`src/sdiv_pkg.sv`:
```
// shared types and constants for the signed divide unit
// no dependencies
package sdiv_pkg;

	localparam int unsigned QBITS = 32;
	localparam int unsigned STEPS_PER_STAGE_DEF = 4;

	typedef enum logic [1:0] {
		MODE_BYTE = 2'd0,
		MODE_WORD = 2'd1,
		MODE_DWORD = 2'd2,
		MODE_DWORD_ALT = 2'd3
	} mode_t;

	typedef enum logic [1:0] {
		ST_OK = 2'd0,
		ST_DIVZERO = 2'd1,
		ST_OVERFLOW = 2'd2,
		ST_UNUSED = 2'd3
	} status_t;

	// work carried down the pipeline
	typedef struct packed {
		logic [QBITS-1:0] rem;
		logic [QBITS-1:0] quo;
		logic [QBITS-1:0] dmag;
		logic nn;
		logic qn;
		logic [1:0] mode;
		logic dz;
		logic ovf;
	} work_t;

endpackage

```
`src/sdiv_pre.sv`:
```
// first stage: sign extension, magnitudes, zero and early overflow check
// depends on sdiv_pkg
module sdiv_pre (
	input  logic clk,
	input  logic arst_n,
	input  logic en,
	input  logic in_valid,
	input  logic [1:0] mode,
	input  logic [31:0] dividend_high,
	input  logic [31:0] dividend_low,
	input  logic [31:0] divisor,
	output logic valid_s1,
	output sdiv_pkg::work_t work_s1
);
	logic [63:0] dend;
	logic [63:0] nmag;
	logic [31:0] dsor;
	logic [31:0] dmag;
	sdiv_pkg::work_t w;

	always_comb begin
		case (mode)
			sdiv_pkg::MODE_BYTE: begin
				dend = {{48{dividend_low[15]}}, dividend_low[15:0]};
				dsor = {{24{divisor[7]}}, divisor[7:0]};
			end
			sdiv_pkg::MODE_WORD: begin
				dend = {{32{dividend_high[15]}}, dividend_high[15:0], dividend_low[15:0]};
				dsor = {{16{divisor[15]}}, divisor[15:0]};
			end
			default: begin
				dend = {dividend_high, dividend_low};
				dsor = divisor;
			end
		endcase
		nmag = dend[63] ? (64'd0 - dend) : dend;
		dmag = dsor[31] ? (32'd0 - dsor) : dsor;
		w.rem = nmag[63:32];
		w.quo = nmag[31:0];
		w.dmag = dmag;
		w.nn = dend[63];
		w.qn = dend[63] ^ dsor[31];
		w.mode = mode;
		w.dz = (dmag == 32'd0);
		// quotient needs more than 32 bits
		w.ovf = (nmag[63:32] >= dmag);
	end

	always_ff @(posedge clk or negedge arst_n) begin
		if (!arst_n) begin
			valid_s1 <= 1'b0;
		end else if (en) begin
			valid_s1 <= in_valid;
		end
	end

	always_ff @(posedge clk) begin
		if (en) begin
			work_s1 <= w;
		end
	end
endmodule

```
`src/sdiv_step.sv`:
```
// one pipeline stage of restoring division steps
// depends on sdiv_pkg
module sdiv_step #(
	parameter int unsigned STEPS = sdiv_pkg::STEPS_PER_STAGE_DEF
) (
	input  logic clk,
	input  logic arst_n,
	input  logic en,
	input  logic in_valid,
	input  sdiv_pkg::work_t in_work,
	output logic valid_sx,
	output sdiv_pkg::work_t work_sx
);
	sdiv_pkg::work_t w;
	logic [32:0] t;

	always_comb begin
		w = in_work;
		t = '0;
		for (int i = 0; i < STEPS; i++) begin
			t = {w.rem, w.quo[31]};
			if (t >= {1'b0, w.dmag}) begin
				t = t - {1'b0, w.dmag};
				w.quo = {w.quo[30:0], 1'b1};
			end else begin
				w.quo = {w.quo[30:0], 1'b0};
			end
			w.rem = t[31:0];
		end
	end

	always_ff @(posedge clk or negedge arst_n) begin
		if (!arst_n) begin
			valid_sx <= 1'b0;
		end else if (en) begin
			valid_sx <= in_valid;
		end
	end

	always_ff @(posedge clk) begin
		if (en) begin
			work_sx <= w;
		end
	end
endmodule

```
`src/sdiv_post.sv`:
```
// last stage: range check, sign fix-up, masking, output register
// depends on sdiv_pkg
module sdiv_post (
	input  logic clk,
	input  logic arst_n,
	input  logic en,
	input  logic in_valid,
	input  sdiv_pkg::work_t in_work,
	output logic valid_sz,
	output logic [1:0] status_sz,
	output logic [31:0] quotient_sz,
	output logic [31:0] remainder_sz
);
	logic [32:0] limit;
	logic [31:0] wmask;
	logic [31:0] q;
	logic [31:0] r;
	logic ovf;
	sdiv_pkg::status_t st;

	always_comb begin
		case (in_work.mode)
			sdiv_pkg::MODE_BYTE: begin
				limit = 33'h80;
				wmask = 32'h0000_00ff;
			end
			sdiv_pkg::MODE_WORD: begin
				limit = 33'h8000;
				wmask = 32'h0000_ffff;
			end
			default: begin
				limit = 33'h8000_0000;
				wmask = 32'hffff_ffff;
			end
		endcase
		ovf = in_work.ovf | (in_work.qn ? ({1'b0, in_work.quo} > limit)
			: ({1'b0, in_work.quo} >= limit));
		q = (in_work.qn ? (32'd0 - in_work.quo) : in_work.quo) & wmask;
		r = (in_work.nn ? (32'd0 - in_work.rem) : in_work.rem) & wmask;
		if (in_work.dz) begin
			st = sdiv_pkg::ST_DIVZERO;
		end else if (ovf) begin
			st = sdiv_pkg::ST_OVERFLOW;
		end else begin
			st = sdiv_pkg::ST_OK;
		end
		if (st != sdiv_pkg::ST_OK) begin
			q = '0;
			r = '0;
		end
	end

	always_ff @(posedge clk or negedge arst_n) begin
		if (!arst_n) begin
			valid_sz <= 1'b0;
		end else if (en) begin
			valid_sz <= in_valid;
		end
	end

	always_ff @(posedge clk) begin
		if (en) begin
			status_sz <= st;
			quotient_sz <= q;
			remainder_sz <= r;
		end
	end
endmodule

```
`src/signed_divide_with_overflow_unit.sv`:
```
// top level of the pipelined x86 signed divide unit
// depends on sdiv_pkg, sdiv_pre, sdiv_step, sdiv_post
//
// signed divide of AX by an 8-bit, DX:AX by a 16-bit or EDX:EAX by a 32-bit
// divisor, one word per cycle while not stalled at the output, fully pipelined.
// the first stage sign-extends the operands, takes magnitudes, flags a zero
// divisor and flags overflow when the upper half of the dividend magnitude is
// not below the divisor magnitude (quotient would need more than 32 bits).
// then 32 restoring division steps run, STEPS_PER_STAGE per register stage,
// and a final stage checks the signed range for the operand size, applies
// signs and masks the result. throughput is one word per cycle unless the
// output stalls. every stage holds its word under backpressure and a stage
// accepts as soon as it is empty or moving on, so bubbles are squeezed out
// while a result waits at the output.
module signed_divide_with_overflow_unit #(
	parameter int unsigned STEPS_PER_STAGE = sdiv_pkg::STEPS_PER_STAGE_DEF
) (
	input  logic clk,
	input  logic arst_n,
	input  logic in_valid,
	output logic in_ready,
	input  logic [1:0] mode,
	input  logic [31:0] dividend_high,
	input  logic [31:0] dividend_low,
	input  logic [31:0] divisor,
	output logic out_valid,
	input  logic out_ready,
	output logic [1:0] status,
	output logic [31:0] quotient,
	output logic [31:0] remainder
);
	// number of division stages between the first and last stage
	localparam int unsigned NSTG = sdiv_pkg::QBITS / STEPS_PER_STAGE;

	// index 0 is the first stage, 1..NSTG the division stages
	logic valid_s [NSTG+1];
	sdiv_pkg::work_t work_s [NSTG+1];
	logic en_s [NSTG+2];

	// a stage moves when it is empty or its successor moves
	assign en_s[NSTG+1] = !out_valid || out_ready;
	genvar g;
	generate
		for (g = 0; g <= NSTG; g++) begin : g_en
			assign en_s[g] = !valid_s[g] || en_s[g+1];
		end
	endgenerate
	assign in_ready = en_s[0];

	sdiv_pre u_pre (
		.clk(clk),
		.arst_n(arst_n),
		.en(en_s[0]),
		.in_valid(in_valid),
		.mode(mode),
		.dividend_high(dividend_high),
		.dividend_low(dividend_low),
		.divisor(divisor),
		.valid_s1(valid_s[0]),
		.work_s1(work_s[0])
	);

	generate
		for (g = 1; g <= NSTG; g++) begin : g_step
			sdiv_step #(.STEPS(STEPS_PER_STAGE)) u_step (
				.clk(clk),
				.arst_n(arst_n),
				.en(en_s[g]),
				.in_valid(valid_s[g-1]),
				.in_work(work_s[g-1]),
				.valid_sx(valid_s[g]),
				.work_sx(work_s[g])
			);
		end
	endgenerate

	sdiv_post u_post (
		.clk(clk),
		.arst_n(arst_n),
		.en(en_s[NSTG+1]),
		.in_valid(valid_s[NSTG]),
		.in_work(work_s[NSTG]),
		.valid_sz(out_valid),
		.status_sz(status),
		.quotient_sz(quotient),
		.remainder_sz(remainder)
	);
endmodule

```
`config.mk`:
```
export PLATFORM = sky130hd
export DESIGN_NAME = signed_divide_with_overflow_unit
export DESIGN_NICKNAME = d
export VERILOG_FILES = /design/src/sdiv_pkg.sv /design/src/sdiv_pre.sv /design/src/sdiv_step.sv /design/src/sdiv_post.sv /design/src/signed_divide_with_overflow_unit.sv
export SDC_FILE = /design/constraint.sdc
export NUM_CORES = 2
export LEC_CHECK = 0
export CAP_MARGIN = 20
export CORE_MARGIN = 2
export CORE_UTILIZATION = 58
export CTS_CLUSTER_DIAMETER = 100
export DETAILED_ROUTE_END_ITERATION = 12
export DONT_BUFFER_PORTS = 1
export PLACE_DENSITY = 0.86
export SETUP_SLACK_MARGIN = 0.3
export SLEW_MARGIN = 20
export SYNTH_ARGS = -nofsm -noshare
export SYNTH_HDL_FRONTEND = slang
export SYNTH_HIERARCHICAL = 1
export SYNTH_SLANG_ARGS = --single-unit
```
`constraint.sdc`:
```
create_clock -name clk -period 10.7 [get_ports clk]
set_input_delay 1.07 -clock clk [delete_from_list [all_inputs] [get_ports clk]]
set_output_delay 1.07 -clock clk [all_outputs]
set_load 0.03 [all_outputs]
```
==> results of run 1 <==
==> stage by stage <==
stage               std cells  setup slack [ns]  area (µm²)  hold slack (ns)   util
floorplan               11258             0.280      102000            0.400      -
global placement        15604            -0.383      121000            0.401  0.696
detailed placement      15606            -0.761      121000            0.405  0.696
CTS                     16009           -0.0345      129000            0.355  0.743
==> repair_timing <==
item	CTS
pin swaps	187
gates cloned	24
hold buffers	1
endpoints found under the setup margin	264
setup buffers	183
gates resized for setup	588
hold endpoints to repair	10
==> metal layers <==
| metal | GRT usage | GRT overflow |
|---|---|---|
| met5 | 0.276 | 0 |
| met2 | 0.761 | 208 |
| met1 | 0.611 | 4 |
| met4 | 0.559 | 168 |
| met3 | 0.500 | 13 |
==> impl_metrics.ini, run 1 <==
[floorplan]
die_height_um = 423
core.rowCount = 153
initial_core_util = 0.585
die_x_um = 423
num_io_pins = 170

[synthesis]
synth_nets = 12455
synthCells = 11258
ys_warn_count = 6
netlist_area_um2 = 102000
syn_avg_cell_area_um2 = 9.05

[status]
stop_error = [ERROR GRT-0116] Global routing finished with congestion. Check the congestion regions in the DRC Viewer.
stop_stage = 5_1_grt
outcome = stopped before the end

[grt]
track_usage = 0.613
grt_max_degree = 104
globalRouteOverflowTotal = 393
grt_pass1_wl_um = 849000
grt_pass1_vias = 131679

[clocking]
ctsRootBufferMaster = clkbuf_16
cts_htree_levels = 3
ctsLongestPathBuffers = 3
cts_made_buffers = 105

[placement]
gp_congestion = 1.15
io_buffer_count = 0
dpl.hpwl_um = 308000
==> inputs of run 2 (changes only) <==
- CORE_UTILIZATION: 58 -> 40
- CTS_CLUSTER_DIAMETER: 100 -> not set
- PLACE_DENSITY: 0.86 -> not set
- PLACE_DENSITY_LB_ADDON: not set -> 0.15
- SETUP_SLACK_MARGIN: 0.3 -> not set
- clock period: 10.7 -> 13.91 ns (I/O delays scaled with it)
==> run 2 against run 1 <==
Net effect: the flow now finishes without violations; synthesized cell count unchanged; area after synthesis unchanged.
==> impl_metrics.ini, run 2 <==
[setup_path]
crit_arrival_ns = 13.88
startpoint = g_step[1].u_step/work_sx[22]$_DFFE_PP_
crit_top_cell = o21ai_0
slowest_delay_ns = 0.61
cp_max_fo = 29
critical_path_required_ns = 14.38
worst_setup_path_start_kind = flop
reg2reg_from = g_step[1].u_step/work_sx[22]$_DFFE_PP_
cp-end-kind = flop
crit_type = flop to flop
crit_slowest_cell = o21ai_0

[finish]
nets = 12547
largest_register = g_step.u_step/work_sx
reg_top3 = g_step.u_step/work_sx x784, u_pre/work_s1 x102
largest_reg_flops = 784
drive_gt1_frac = 0.102
final_common_cell = ha_1
final_cell_mix = 1,063 x ha_1, 952 x edfxtp_1, 896 x a21oi_1
area_growth_pct = 8.80

[sta]
fin_skew_ns = 0.100
fin_setup_tns_ns = 0
max_freq_mhz = 74.5
hold_viol_final = 0
fin_crit_ns = 13.42
setup_viol = 0
fin_crit_sh = 0.964
worst_pin_slew_ns = 1.05
drv_slew = 0
fin_hold_ws_ns = 0.243
relSlewSlack = 0.293

[clocking]
ctsLongestPathBuffers = 3
cts_htree_levels = 3
hold_buffers = 0
ctsRootBufferMaster = clkbuf_16
clock_sinks = 962
cts_made_buffers = 113
cts_tree = yes
worstSkewPairLatency_ns = 0.84
cts.clk_slew.worst_paths_ns = 0.06

[placement]
gp_congestion = 0.985
dpl.hpwl_um = 329000
io_buffer_count = 0

[drt]
drt.antenna.violating_nets = 0
wirelength_um = 398000
vias = 90911
viasPerCell = 6.14
wl_per_cell_um = 26.9
firstDrtPassIters = 8
drc_errors = 0
first_iter_violations = 7860

[flow_run]
maxCapViolations = 0

[grt]
globalRouteOverflowTotal = 0
grt_max_degree = 104
track_usage = 0.298
grt_pass1_vias = 87219
grt_pass1_wl_um = 579000
antenna_found_initial = 27

[worst_hold_path]
min_path_type = input port to asynchronous set/reset pin

[status]
outcome = completed

[floorplan]
die_x_um = 509
core.rowCount = 185
die_area_um2 = 259000
initial_core_util = 0.401
num_io_pins = 170
core_um2 = 254000
die_height_um = 509

[synthesis]
synthCells = 11258
synth_nets = 12455
netlist_area_um2 = 102000
ys_warn_count = 6
syn_avg_cell_area_um2 = 9.05
[run 2: critical path: cells and delay by family (launching register included)]
kind / cells / cell delay, ns
and+or+nand+nor: 9 / 1.62
buffers and inverters: 6 / 1.57
muxes: 1 / 0.28
AOI/OAI and AO/OA: 25 / 7.33
adders and majority gates: 4 / 1.70
DFF: 1 / 0.54
[run 2: routing by layer]
layer  global-route usage  vias up  share of wire
met5                    0        -       0.000040
met4                0.145        2          0.057
met3               0.0296      725          0.050
met2                0.506     3058           0.47
met1                0.377    44137           0.42
li1                     -    42989              -
[run 2: final cells by class]
cell class | instances | area [µm²]
Antenna cell | 4 | 10.0
Clock buffer | 127 | 2890
Clock inverter | 85 | 1080
Fill cell | 24902 | 143000
Inverter | 704 | 2680
Multi-Input combinational cell | 9310 | 69000
Sequential cell | 962 | 28800
Tap cell | 3366 | 4210
Timing Repair Buffer | 259 | 2100
[run 2: final timing paths]
kind,endpoint,slack [ns],cells after the start
max,g_step[2].u_step/work_sx[87]$_DFFE_PP_,0.49,45
min,u_post/valid_sz$_DFFE_PN0P_,0.24,0
max reg2reg,g_step[2].u_step/work_sx[87]$_DFFE_PP_,0.49,45
min reg2reg,g_step[6].u_step/work_sx[4]$_DFFE_PP_,0.39,0
max in group asynchronous,u_pre/valid_s1$_DFFE_PN0P_,13.52,0
min in group clk,g_step[6].u_step/work_sx[4]$_DFFE_PP_,0.39,0
[run 2: stage by stage]
step / setup WS, ns / utilization / instance area (µm²) / instances
floorplan: 2.49 / - / 102000 / 11258
global placement: -0.183 / 0.420 / 106000 / 14579
detailed placement: -0.293 / 0.420 / 106000 / 14579
CTS: 0.0726 / 0.436 / 111000 / 14796
global route: -0.0294 / 0.437 / 111000 / 14816
finish: 0.495 / 0.437 / 111000 / 14817
[run 2: what timing repair did]
item | 4_1_cts | 5_1_grt
pin swaps | 2 | 3
gates resized for setup | 1 | 37
gates cloned | 0 | 1
buffers inserted | 5 | 14
setup endpoints to repair | 51 | 132
Power of run 2 is left out: the tool's default activity adds up to more than one toggle a clock period on the data nets, which glitch-free logic cannot reach.
